`config.mk`:
```
export PLATFORM = sky130hd
export DESIGN_NAME = rsst_walk
export DESIGN_NICKNAME = d
export VERILOG_FILES = /design/src/design/rsst_pkg.sv /design/src/design/rsst_walk.sv
export SDC_FILE = /design/constraint.sdc
export NUM_CORES = 1
export LEC_CHECK = 0
export ABC_AREA = 0
export BUFFER_PORTS_ARGS = -buffer_cell sky130_fd_sc_hd__clkbuf_2
export CELL_PAD_IN_SITES_DETAIL_PLACEMENT = 1
export CELL_PAD_IN_SITES_GLOBAL_PLACEMENT = 2
export CORE_MARGIN = 2
export CORE_UTILIZATION = 22
export DETAILED_ROUTE_END_ITERATION = 12
export GPL_TIMING_DRIVEN = 1
export PLACE_DENSITY_LB_ADDON = 0.1
export RECOVER_POWER = 50
export SLEW_MARGIN = 20
export SYNTH_ARGS = -nofsm -noshare
export SYNTH_HDL_FRONTEND = slang
export SYNTH_SLANG_ARGS = --single-unit
```
`constraint.sdc`:
```
create_clock -name vclk -period 3.6
set_clock_uncertainty 0.15 [all_clocks]
set_input_delay 0.18 -clock vclk [all_inputs]
set_output_delay 0.18 -clock vclk [all_outputs]
set_load 0.05 [all_outputs]
```
`src/design/rsst_pkg.sv`:
```
// range sum segment tree: shared widths, request codes and walk flags
// no dependencies; imported by every module of the block
`default_nettype none

package rsst_pkg;

  localparam int PosW         = 10;
  localparam int ValW         = 32;
  localparam int NumLeavesDef = 1024;

  // request codes carried on action_i
  localparam logic ActSet   = 1'b0;
  localparam logic ActQuery = 1'b1;

  // decisions of the node stepping unit for the current node
  typedef struct packed {
    logic is_leaf;  // node covers a single leaf
    logic at_hi;    // target equals the node's high bound
    logic go_left;  // target lies in the left half
  } walk_flags_t;

endpackage

`default_nettype wire

```
`src/design/rsst_walk.sv`:
```
// range sum segment tree: node stepping unit (split point, child, parent, sibling)
// uses rsst_pkg for the walk flag struct
`default_nettype none

module rsst_walk #(
  parameter int LW = $clog2(rsst_pkg::NumLeavesDef),
  parameter int AW = $clog2(4 * rsst_pkg::NumLeavesDef)
) (
  input  wire logic [AW-1:0]       node_i,
  input  wire logic [LW-1:0]       lo_i,
  input  wire logic [LW-1:0]       hi_i,
  input  wire logic [LW-1:0]       tgt_i,
  output      logic [LW-1:0]       mid_o,
  output      logic [AW-1:0]       left_o,
  output      logic [AW-1:0]       right_o,
  output      logic [AW-1:0]       parent_o,
  output      logic [AW-1:0]       sibling_o,
  output      rsst_pkg::walk_flags_t flags_o
);
  import rsst_pkg::*;

  logic [LW:0]   span;
  logic [AW-1:0] node_m1;

  assign span  = {1'b0, lo_i} + {1'b0, hi_i};
  assign mid_o = span[LW:1];

  assign left_o  = {node_i[AW-2:0], 1'b1};
  assign right_o = {node_i[AW-2:0], 1'b0} + AW'(2);

  assign node_m1   = node_i - AW'(1);
  assign parent_o  = {1'b0, node_m1[AW-1:1]};
  // odd nodes are left children
  assign sibling_o = node_i[0] ? (node_i + AW'(1)) : node_m1;

  assign flags_o.is_leaf = (lo_i == hi_i);
  assign flags_o.at_hi   = (tgt_i == hi_i);
  assign flags_o.go_left = (tgt_i <= mid_o);

endmodule

`default_nettype wire

```
==> metrics.md <==
| Metric | Value |
|---|---|
| CLK BUF | 0 |
| Worst EP arrival | 3.06 ns |
| First-pass GRT wire length | ~8500 um |
| Reg area | 0 um^2 |
| Largest stage delay, worst path | 0.40 ns |
| IR drop worst, VDD | 0.0001350 V |
| Synth Instances | around 200 |
| Row cnt | 30 |
| 1st-pass router iterations | 4 |
| Initial core utilization | between 20% and 30% |
| Max Cap Violations | 0 |
| Setup crit start | hi_i[0] |
| Synth warn | 0 |
| Seq_cells | 0 |
| Clock power frac | 0% |
| Mean number of vias per cell | 4.472 |
| Status | completed |
| Vias in the first global route | 1,652 |
| Die ar. | 7806 um^2 |
| Switch share | 72.94% |
| Layout cells sized above 1 | 30.25% |
| Worst slew pin tran | 0.6395 ns |
| Fin Setup TNS | 0 ns |
| Remaining antenna violation count | 0 |
| Critical Path RT | around 3.3 ns |
| CP Launch Type | primary input |
| Initial antenna violation count | 0 |
| Crit-path max FO | 4 |
| Worst Min Path Start | node_i[11] |
| Final Max Tran Viols | 0 |
| Final GP Congestion | 0.8268 |
| P_leak | 0.9400 nW |
| Antenna cells | 0 |
| Area Growth Syn to Fin | 27.58% |
| Filler cells | 903 |
| Die Width | approximately 90 um |
| Final setup fails | 0 |
| Remaining global-route overflow | 0 |
| Crit-path cells | clkbuf_2 > ha_1 > fa_1 > a21o_1 > a21oi_1 > o221a_2 > xor2_1 > ha_1 > a21o_1 > a21o_1 > a221o_1 > o21ai_1 > clkbuf_2 |
| Core Footprint | 6832 um^2 |
| Routed vias | 1,686 |
| Cell mode on critical path | a21o_1 |
| Seq/Total Area, Yosys | 0% |
| DR iter-0 viols | 43 |
| Crit. End Element | output port |
| Final-stage net count | approximately 350 |
| Routed length per placed instance | 14.64 um |
| Mean Syn Cell Area | ~7.7 um^2 |
| Fin crit period | 3.388 ns |
| Netlist Area Pre-Place | 1565 um^2 |
| Final period util | 94.12% |
| Post-CTS setup buffers | 0 |
| Most common cell after layout, fill and taps aside | clkbuf_2 |
| Finished Cell Area | 1997 um^2 |
| Die Height | 88.35 um |
| NetSw | 0.0003994 W |
| Fmax | 0.2951 GHz |
| Placed Area | 2033 um^2 |
| Rel. slew slack | a little under three fifths |
| Hold_buf cts | 0 |
| I/O Pins | ~100 |
| Comb power frac | 100.0% |
| Unique masters post-synth | 44 |
| Min-delay worst type | in -> out |
| WHS | between 0.6 and 0.7 ns |
| Pwr Density | around 270 nW/um^2 |
| Total routed wirelength | 5520 um |
| Port Buffer Count | 100 |
| # DRC | 0 |
| Largest net degree at the start of global routing | 17 |
| Internal cell power | between 0.0001 and 0.00015 W |
| Flop pwr share | 0% |
| CTS-repair resized insts | 0 |
| Critical Setup Path Class | in -> out |
| Slowest stage cell, crit path | fa_1 |
| Most frequent cells in the layout | clkbuf_2 (71), clkbuf_1 (29), xnor2_1 (22), ha_1 (22), xor2_1 (21) |
| Total GRT Usage | between 10% and 20% |
| Hold Violations, Final | 0 |
| HPWL after detailed placement | just under 5000 um |
| RSZ-0062 raised after global routing | false |
synth_stat cells, types with 3 or more instances:
library cell	instances	area share [%]
ha_1	22	18
nand2b_1	3	1.2
a21o_1	6	2.9
nor3_1	3	0.96
nand3_1	10	3.2
o21ai_0	3	0.96
xor2_1	21	12
nand4_1	6	2.4
buf_4	15	7.2
mux2_2	3	2.2
nand2_1	9	2.2
xnor2_1	22	12
nor4_1	3	1.2
clkbuf_1	6	1.4
inv_1	9	2.2
nor2_1	16	3.8
a21oi_1	10	3.2
layout make-up:
class              count  area [um^2]  share of cell area [%]
inverters              9        33.78                   1.692
multi-input cells    170         1364                   68.30
well taps             96        120.1                   6.015
repair buffers       102        479.2                   24.00
per-layer routing:
metal  vias up  GRT usage, %  wire, um
met4         0             0         0
met5         -             0         0
li1        860             -         -
met3         0        0.6530       289
met1       768         20.53      2779
met2        58         22.28      2451
kinds of logic (layout without fill, tap and decap cells):
logic type	Yosys count	after routing	synth area share (%)
simple gates	66	66	26.22
xor+xnor	43	43	24.06
buf+inv	35	111	13.11
compound gates	30	30	13.67
fa+ha+maj	23	23	18.86
mux	5	5	3.597
other cells	2	3	0.4798
worst max-delay path: cells and delay by family:
kind,cells,cell delay [ns]
buffers and inverters,2,0.39
AO/OA/AOI/OAI,7,1.46
XOR/XNOR,1,0.16
adder cells (fa/ha/maj),3,0.87
power groups by stage:
stage	clock network [W]	registers (W)	logic [W]
after global placement	0	0	0.000561
after detailed placement	0	0	0.000559
after floorplan	0	0	0.000426
after global routing	0	0	0.000589
final	0	0	0.000548
after CTS	0	0	0.000561
worst paths after layout:
| kind | endpoint | slack [ns] | depth (start not counted) |
|---|---|---|---|
| worst max-delay path | flags_o[0] | 0.21 | 13 |
| worst min-delay path | parent_o[10] | 0.61 | 3 |
stage by stage:
step / util (%) / power, W / setup slack, ns / std cells
global route: 29.23 / 0.0005889 / 0.01939 / 377
floorplan: - / 0.0004263 / 0.04070 / 205
detailed placement: 29.76 / 0.0005586 / 0.2003 / 377
CTS: 29.76 / 0.0005605 / 0.1905 / 377
global placement: 29.76 / 0.0005610 / 0.2491 / 377
finish: 29.23 / 0.0005475 / 0.2118 / 377
Power figures use the tool's default switching activity.
